--- config.mk ---
export PLATFORM = sky130hd
export DESIGN_NAME = utf8_stream_decoder_top
export DESIGN_NICKNAME = d
export VERILOG_FILES = /design/src/sv/u8dec_pkg.sv /design/src/sv/utf8_stream_decoder_top.sv /design/src/sv/u8dec_core.sv /design/src/sv/u8dec_out.sv
export SDC_FILE = /design/constraint.sdc
export NUM_CORES = 1
export LEC_CHECK = 0
export ABC_AREA = 1
export CORE_MARGIN = 2
export CORE_UTILIZATION = 55
export DETAILED_ROUTE_END_ITERATION = 6
export DONT_BUFFER_PORTS = 1
export GPL_ROUTABILITY_DRIVEN = 0
export PLACE_DENSITY = 0.66
export SLEW_MARGIN = 20
export SYNTH_ARGS = -nofsm -noshare
export SYNTH_HDL_FRONTEND = slang
export SYNTH_SLANG_ARGS = --single-unit
--- constraint.sdc ---
create_clock -name clk -period 4.4 [get_ports clk]
set_clock_uncertainty 0.1 [all_clocks]
set_input_delay 0.22 -clock clk [delete_from_list [all_inputs] [get_ports clk]]
set_output_delay 0.22 -clock clk [all_outputs]
set_load 0.02 [all_outputs]
--- src/sv/u8dec_pkg.sv ---
// Shared types and constants for the UTF-8 stream decoder.
`timescale 1ns / 1ps
`default_nettype none
package u8dec_pkg;

	localparam int CP_W   = 31;
	localparam int BYTE_W = 8;
	localparam int ST_W   = 2;

	localparam logic [ST_W-1:0] ST_CHAR    = 2'd0;
	localparam logic [ST_W-1:0] ST_INVALID = 2'd1;
	localparam logic [ST_W-1:0] ST_END     = 2'd2;

	typedef enum logic [2:0] {
		PH_NONE = 3'b001,
		PH_LEAD = 3'b010,
		PH_LOW  = 3'b100
	} phase_t;

	typedef struct packed {
		logic            valid;
		logic [CP_W-1:0] code_point;
		logic [ST_W-1:0] status;
	} res_t;

endpackage
`default_nettype wire

--- src/sv/utf8_stream_decoder_top.sv ---
// Top level of the UTF-8 stream decoder: input register, decode step, result register.
// A byte goes from the input register through the single-pass step on the state
// registers to the result register: one byte per cycle unless the output stalls.
// Bytes that only extend a sequence (or a pending high surrogate) give no result.
// Reset (arst_n low) clears the decode state and empties both registers at once.
`timescale 1ns / 1ps
`default_nettype none
module utf8_stream_decoder_top (
	input  wire logic                        clk,
	input  wire logic                        arst_n,
	input  wire logic                        in_valid,
	output logic                             in_ready,
	input  wire logic [u8dec_pkg::BYTE_W-1:0] byte_value,
	output logic                             out_valid,
	input  wire logic                        out_ready,
	output logic [u8dec_pkg::CP_W-1:0]       code_point,
	output logic [u8dec_pkg::ST_W-1:0]       status
);

	logic                           valid_s1;
	logic [u8dec_pkg::BYTE_W-1:0]   byte_s1;
	logic                           advance, out_free;
	u8dec_pkg::res_t                res;

	assign advance  = valid_s1 && out_free;
	assign in_ready = !valid_s1 || advance;

	always_ff @(posedge clk or negedge arst_n) begin
		if (!arst_n) begin
			valid_s1 <= 1'b0;
		end else if (in_valid && in_ready) begin
			valid_s1 <= 1'b1;
		end else if (advance) begin
			valid_s1 <= 1'b0;
		end
	end

	always_ff @(posedge clk) begin
		if (in_valid && in_ready) begin
			byte_s1 <= byte_value;
		end
	end

	u8dec_core u_core (
		.clk     (clk),
		.arst_n  (arst_n),
		.advance (advance),
		.byte_s1 (byte_s1),
		.res     (res)
	);

	u8dec_out u_out (
		.clk        (clk),
		.arst_n     (arst_n),
		.load       (advance && res.valid),
		.res        (res),
		.out_ready  (out_ready),
		.out_free   (out_free),
		.out_valid  (out_valid),
		.code_point (code_point),
		.status     (status)
	);

endmodule
`default_nettype wire

--- src/sv/u8dec_core.sv ---
// Decoder state registers and the single-pass byte step logic.
`timescale 1ns / 1ps
`default_nettype none
module u8dec_core (
	input  wire logic                        clk,
	input  wire logic                        arst_n,
	input  wire logic                        advance,
	input  wire logic [u8dec_pkg::BYTE_W-1:0] byte_s1,
	output u8dec_pkg::res_t                  res
);

	logic [2:0]                   rem_q, len_q, rem_n, len_n, rem_dec;
	logic [u8dec_pkg::CP_W-1:0]   acc_q, acc_n, acc_sh, lim;
	logic [9:0]                   hs_q, hs_n;
	u8dec_pkg::phase_t            phase_q, phase_n;
	logic [20:0]                  pair_cp;
	logic                         drop;

	always_comb begin
		rem_n   = rem_q;
		len_n   = len_q;
		acc_n   = acc_q;
		hs_n    = hs_q;
		phase_n = phase_q;
		drop    = 1'b0;
		res     = '0;
		rem_dec = rem_q - 3'd1;
		acc_sh  = {acc_q[u8dec_pkg::CP_W-7:0], byte_s1[5:0]};
		pair_cp = 21'h10000 + {1'b0, hs_q, acc_sh[9:0]};
		case (len_q)
			3'd2:    lim = 31'h80;
			3'd4:    lim = 31'h10000;
			3'd5:    lim = 31'h200000;
			default: lim = 31'h4000000;
		endcase

		if (byte_s1 == '0) begin
			res.valid  = 1'b1;
			res.status = u8dec_pkg::ST_END;
		end else if (rem_q != 3'd0) begin
			if (byte_s1[7:6] != 2'b10) begin
				res.valid  = 1'b1;
				res.status = u8dec_pkg::ST_INVALID;
			end else if (rem_dec != 3'd0) begin
				acc_n = acc_sh;
				rem_n = rem_dec;
			end else if (phase_q == u8dec_pkg::PH_LOW) begin
				res.valid = 1'b1;
				if (acc_sh inside {[31'hDC00:31'hDFFF]}) begin
					res.status     = u8dec_pkg::ST_CHAR;
					res.code_point = {10'd0, pair_cp};
				end else begin
					res.status = u8dec_pkg::ST_INVALID;
				end
			end else if (len_q == 3'd3) begin
				if (acc_sh inside {[31'hD800:31'hDBFF]}) begin
					// hold the high half until its partner arrives
					hs_n    = acc_sh[9:0];
					phase_n = u8dec_pkg::PH_LEAD;
					acc_n   = '0;
					len_n   = 3'd0;
					rem_n   = 3'd0;
				end else begin
					res.valid = 1'b1;
					if (acc_sh < 31'h800 || acc_sh inside {[31'hDC00:31'hDFFF]}) begin
						res.status = u8dec_pkg::ST_INVALID;
					end else begin
						res.status     = u8dec_pkg::ST_CHAR;
						res.code_point = acc_sh;
					end
				end
			end else begin
				res.valid = 1'b1;
				if (acc_sh < lim) begin
					res.status = u8dec_pkg::ST_INVALID;
				end else begin
					res.status     = u8dec_pkg::ST_CHAR;
					res.code_point = acc_sh;
				end
			end
		end else if (phase_q == u8dec_pkg::PH_LEAD) begin
			if (byte_s1 inside {[8'hE0:8'hEF]}) begin
				len_n   = 3'd3;
				rem_n   = 3'd2;
				acc_n   = {27'd0, byte_s1[3:0]};
				phase_n = u8dec_pkg::PH_LOW;
			end else begin
				res.valid  = 1'b1;
				res.status = u8dec_pkg::ST_INVALID;
			end
		end else if (byte_s1 inside {[8'h01:8'h7F]}) begin
			res.valid      = 1'b1;
			res.status     = u8dec_pkg::ST_CHAR;
			res.code_point = {24'd0, byte_s1[6:0]};
		end else if (byte_s1 inside {[8'hC0:8'hDF]}) begin
			len_n = 3'd2; rem_n = 3'd1; acc_n = {26'd0, byte_s1[4:0]};
		end else if (byte_s1 inside {[8'hE0:8'hEF]}) begin
			len_n = 3'd3; rem_n = 3'd2; acc_n = {27'd0, byte_s1[3:0]};
		end else if (byte_s1 inside {[8'hF0:8'hF7]}) begin
			len_n = 3'd4; rem_n = 3'd3; acc_n = {28'd0, byte_s1[2:0]};
		end else if (byte_s1 inside {[8'hF8:8'hFB]}) begin
			len_n = 3'd5; rem_n = 3'd4; acc_n = {29'd0, byte_s1[1:0]};
		end else if (byte_s1 inside {[8'hFC:8'hFD]}) begin
			len_n = 3'd6; rem_n = 3'd5; acc_n = {30'd0, byte_s1[0]};
		end else begin
			res.valid  = 1'b1;
			res.status = u8dec_pkg::ST_INVALID;
		end

		// every result leaves the decoder at a lead byte
		if (res.valid) begin
			drop = 1'b1;
		end
	end

	always_ff @(posedge clk or negedge arst_n) begin
		if (!arst_n) begin
			rem_q   <= '0;
			len_q   <= '0;
			acc_q   <= '0;
			hs_q    <= '0;
			phase_q <= u8dec_pkg::PH_NONE;
		end else if (advance) begin
			if (drop) begin
				rem_q   <= '0;
				len_q   <= '0;
				acc_q   <= '0;
				hs_q    <= '0;
				phase_q <= u8dec_pkg::PH_NONE;
			end else begin
				rem_q   <= rem_n;
				len_q   <= len_n;
				acc_q   <= acc_n;
				hs_q    <= hs_n;
				phase_q <= phase_n;
			end
		end
	end

	a_clear_after_result: assert property (@(posedge clk) disable iff (!arst_n)
		advance && res.valid |=> rem_q == 3'd0 && phase_q == u8dec_pkg::PH_NONE)
		else $error("state not cleared after result");
	a_low_half_len: assert property (@(posedge clk) disable iff (!arst_n)
		phase_q == u8dec_pkg::PH_LOW |-> len_q == 3'd3)
		else $error("low surrogate half without 3-byte length");
	a_rem_below_len: assert property (@(posedge clk) disable iff (!arst_n)
		rem_q != 3'd0 |-> rem_q < len_q)
		else $error("remaining count exceeds sequence length");
	a_cp_zero_non_char: assert property (@(posedge clk) disable iff (!arst_n)
		res.valid && res.status != u8dec_pkg::ST_CHAR |-> res.code_point == '0)
		else $error("nonzero code point on non-character result");

endmodule
`default_nettype wire

--- src/sv/u8dec_out.sv ---
// Result register on the output channel.
`timescale 1ns / 1ps
`default_nettype none
module u8dec_out (
	input  wire logic                       clk,
	input  wire logic                       arst_n,
	input  wire logic                       load,
	input  wire u8dec_pkg::res_t            res,
	input  wire logic                       out_ready,
	output logic                            out_free,
	output logic                            out_valid,
	output logic [u8dec_pkg::CP_W-1:0]      code_point,
	output logic [u8dec_pkg::ST_W-1:0]      status
);

	logic                         valid_q;
	logic [u8dec_pkg::CP_W-1:0]   cp_q;
	logic [u8dec_pkg::ST_W-1:0]   st_q;

	assign out_free   = !valid_q || out_ready;
	assign out_valid  = valid_q;
	assign code_point = cp_q;
	assign status     = st_q;

	always_ff @(posedge clk or negedge arst_n) begin
		if (!arst_n) begin
			valid_q <= 1'b0;
		end else if (load) begin
			valid_q <= 1'b1;
		end else if (out_ready) begin
			valid_q <= 1'b0;
		end
	end

	always_ff @(posedge clk) begin
		if (load) begin
			cp_q <= res.code_point;
			st_q <= res.status;
		end
	end

endmodule
`default_nettype wire

==> results.cfg <==
[sta]
setup_tns_ns = 0
setup_viol = 0
relSlewSlack = 0.4601
min_period_ns = 2.861
finalHoldViolations = 0
rsz0062_at_grt = false
worst_pin_slew_ns = 0.8089
fmax_mhz = 349.6
fin_crit_sh = 0.6501
slew_violations = 0

[die]
io-pin-count = 47
design.core.area_mm2 = 0.008134
initial_core_util = 0.5641
die_x_um = 95.34
die_h_um = 95.34
dieArea_mm2 = 0.009089
rows = 33

[grt]
grt_pass1_wl_um = 17110
grt_max_degree = 47
grt_pass1_vias = 3438
grt_overflow = 0
grt_use_total = 0.2533
antenna_found_initial = 0

[power_and_ir_drop]
p_int_uw = 1580
leakage_uw = 0.002355
p_seq_frac = 0.478
power_frac_clock = 0.224
p_switching_uw = 1133
peakVddDrop_mv = 0.2874
p_comb_frac = 0.297
swShare = 0.4175
power.density_mw_per_mm2 = 545.1

[cts]
insertion_delay_ns = 0.37
cts_made_buffers = 9
clockRootBuffer = clkbuf_8
cts.sinks = 87
cts_tree = yes
clk_pin_slew_ns = 0.09
clockBufferDepth = 2
h-tree-depth = 3

[synthesis]
yosys.cell_types.count = 39
synthesis.nets = 562
synth_area_per_cell_um2 = 8.450
ys_ff_latch = 87
syn_inst = 543
syn_area_mm2 = 0.004588
yosysWarnings = 0
synth_seq_area_share = 0.5195

[setup_path]
crit_type = reg2reg
endpoint_kind = flop
cp-endpoint = u_out.code_point[23]$_SDFFCE_PP0P_
critPathMaxStageDelay_ns = 0.63
critPathMaxFanout = 19
path_cells = inv_1, nor3_2, inv_1, nand4_1, nand2_1, nand2_1, nand3_1, inv_1, buf_4
regToRegSetupSlack_ns = 1.54
cp_common_cell = inv_1
required_ns = 4.37
r2r-start = u_core.phase_q[2]$_DFFE_PN0P_
cp.arrival_ns = 2.83
r2r_end = u_out.code_point[23]$_SDFFCE_PP0P_
reg2reg_depth = 9
startpoint = u_core.phase_q[2]$_DFFE_PN0P_
start_kind = flop
slowest_stage = inv_1

[cells_and_area]
seq_area_mm2 = 0.002384
drive_above_1_share = 0.09302
diodes = 0
fin_nets = 573
area_growth_pct = 8.454
finish.utilization = 0.6118
fillers = 705
multi_input_area_mm2 = 0.001867

[job]
cap_violations = 0

[hold_path]
hp-class = in2async

[drt]
viasPerCell = 5.434
drt-initial-drc-count = 269
ant_nets = 0
wl_per_cell_um = 15.81
routed_wl_um = 10500
drc = 0
vias = 3608
first_pass_iters = 5

[place]
port-buffer-count = 0
hpwl_um = 7400

[outcome]
status = complete, no violations
[cell usage after synthesis, drive strengths merged]
cell type / instances / area, µm²
nand2: 208 / 820.8
inv: 61 / 229.0
nand3: 48 / 250.2
dfrtp: 45 / 1126
nor2: 44 / 195.2
edfxtp: 41 / 1231
o21ai: 20 / 111.4
nand4: 12 / 75.07
buf: 11 / 97.58
nor3: 11 / 108.9
a21oi: 10 / 65.07
and3: 7 / 43.79
ha: 7 / 87.58
o211ai: 4 / 30.03
clkbuf: 3 / 15.02
xor2: 3 / 26.28
o21a: 2 / 15.01
a31oi: 1 / 6.260
dfstp: 1 / 26.28
nand3b: 1 / 7.510
nor4: 1 / 6.260
o22ai: 1 / 6.260
o31ai: 1 / 7.510
[repair_timing]
item                                   CTS  global route
buffers inserted                         0             0
endpoints found under the hold margin   56             0
hold buffers                            12             0
resized for setup                        0             0
[placed cells by master (no fill, tap or decap), drive strengths merged]
cell type	netlist	routed
clkinv	0	1
nor2	44	44
o21ai	20	20
o211ai	4	4
dlygate4sd3	0	11
dfstp	1	1
ha	7	7
o21a	2	2
nand3	48	48
o22ai	1	1
dfrtp	45	45
clkinvlp	0	1
nor3	11	11
xor2	3	3
and3	7	7
clkbuf	3	11
bufinv	0	2
inv	61	62
a31oi	1	1
o31ai	1	1
buf	11	3
nand3b	1	1
nand4	12	12
nand2	208	208
nor4	1	1
a21oi	10	10
edfxtp	41	41
[worst max-delay path: cells and delay by family, from the launching register on]
family / cells / cell delay [ns]
buffers and inverters: 4 / 1.32
AND/OR/NAND/NOR: 5 / 0.72
flip-flops: 1 / 0.42
[routing by layer]
metal	global-route usage	up-vias	part of all wire
li1	-	1785	-
met5	0	-	0
met2	0.4102	114	0.48
met3	0.03478	11	0.047
met4	0.09179	0	0.013
met1	0.3490	1698	0.46
[power by group through the flow]
stage / Clock [µW] / Sequential, µW / Combinational [µW]
3_5_place_dp: 0 / 1310 / 783
2_1_floorplan: 0 / 1260 / 656
5_1_grt: 656 / 1320 / 917
4_1_cts: 623 / 1300 / 807
6_report: 608 / 1300 / 806
3_3_place_gp: 0 / 1310 / 773
[sequential cells by signal (all words and copies together) (netlist names)]
name,count
byte_s1,8
u_core.acc_q,25
u_core.hs_q,10
u_core.len_q,3
u_core.phase_q,3
u_core.rem_q,3
u_out.code_point,31
u_out.out_valid,1
u_out.status,2
valid_s1,1
[cell families (layout without fill, tap and decap cells)]
| family | Yosys count | in the layout | share of synthesized area |
|---|---|---|---|
| XOR/XNOR | 3 | 3 | 0.005728 |
| AO/OA/AOI/OAI | 39 | 39 | 0.05264 |
| adder cells (fa/ha/maj) | 7 | 7 | 0.01909 |
| buffers and inverters | 75 | 91 | 0.07445 |
| AND/OR/NAND/NOR | 332 | 332 | 0.3286 |
| flip-flops | 87 | 87 | 0.5195 |
[worst min path at each step]
stage / endpoint / slack (ns) / cells after the start
finish: u_core.acc_q[18]$_DFFE_PN0P_ / 0.25 / 2
global route: u_core.acc_q[18]$_DFFE_PN0P_ / 0.26 / 2
CTS: u_core.acc_q[19]$_DFFE_PN0P_ / 0.25 / 2
detailed placement: u_core.acc_q[8]$_DFFE_PN0P_ / -0.17 / 0
global placement: u_core.acc_q[24]$_DFFE_PN0P_ / -0.17 / 0
floorplan: u_core.acc_q[0]$_DFFE_PN0P_ / -0.18 / 0
[metrics by stage]
| step | power [µW] | setup WS (ns) | cell area (µm²) | std cells | hold slack (ns) |
|---|---|---|---|---|---|
| after CTS | 2726 | 1.523 | 4976 | 664 | 0.2477 |
| after detailed placement | 2095 | 1.547 | 4626 | 636 | -0.1737 |
| after global placement | 2086 | 1.599 | 4626 | 636 | -0.1742 |
| final | 2712 | 1.539 | 4976 | 664 | 0.2470 |
| after floorplan | 1919 | 1.990 | 4588 | 543 | -0.1756 |
| after global routing | 2889 | 1.215 | 4976 | 664 | 0.2592 |
[cell type report]
| type | instances | area share |
|---|---|---|
| tap | 105 | 0.02640 |
| clock inverter | 5 | 0.01634 |
| sequential | 87 | 0.4790 |
| multi-input combinational | 381 | 0.3752 |
| inverter | 61 | 0.04601 |
| clock buffer | 11 | 0.02640 |
| timing repair buffer | 14 | 0.03068 |
Note: power is estimated with default switching activity, not from simulation.
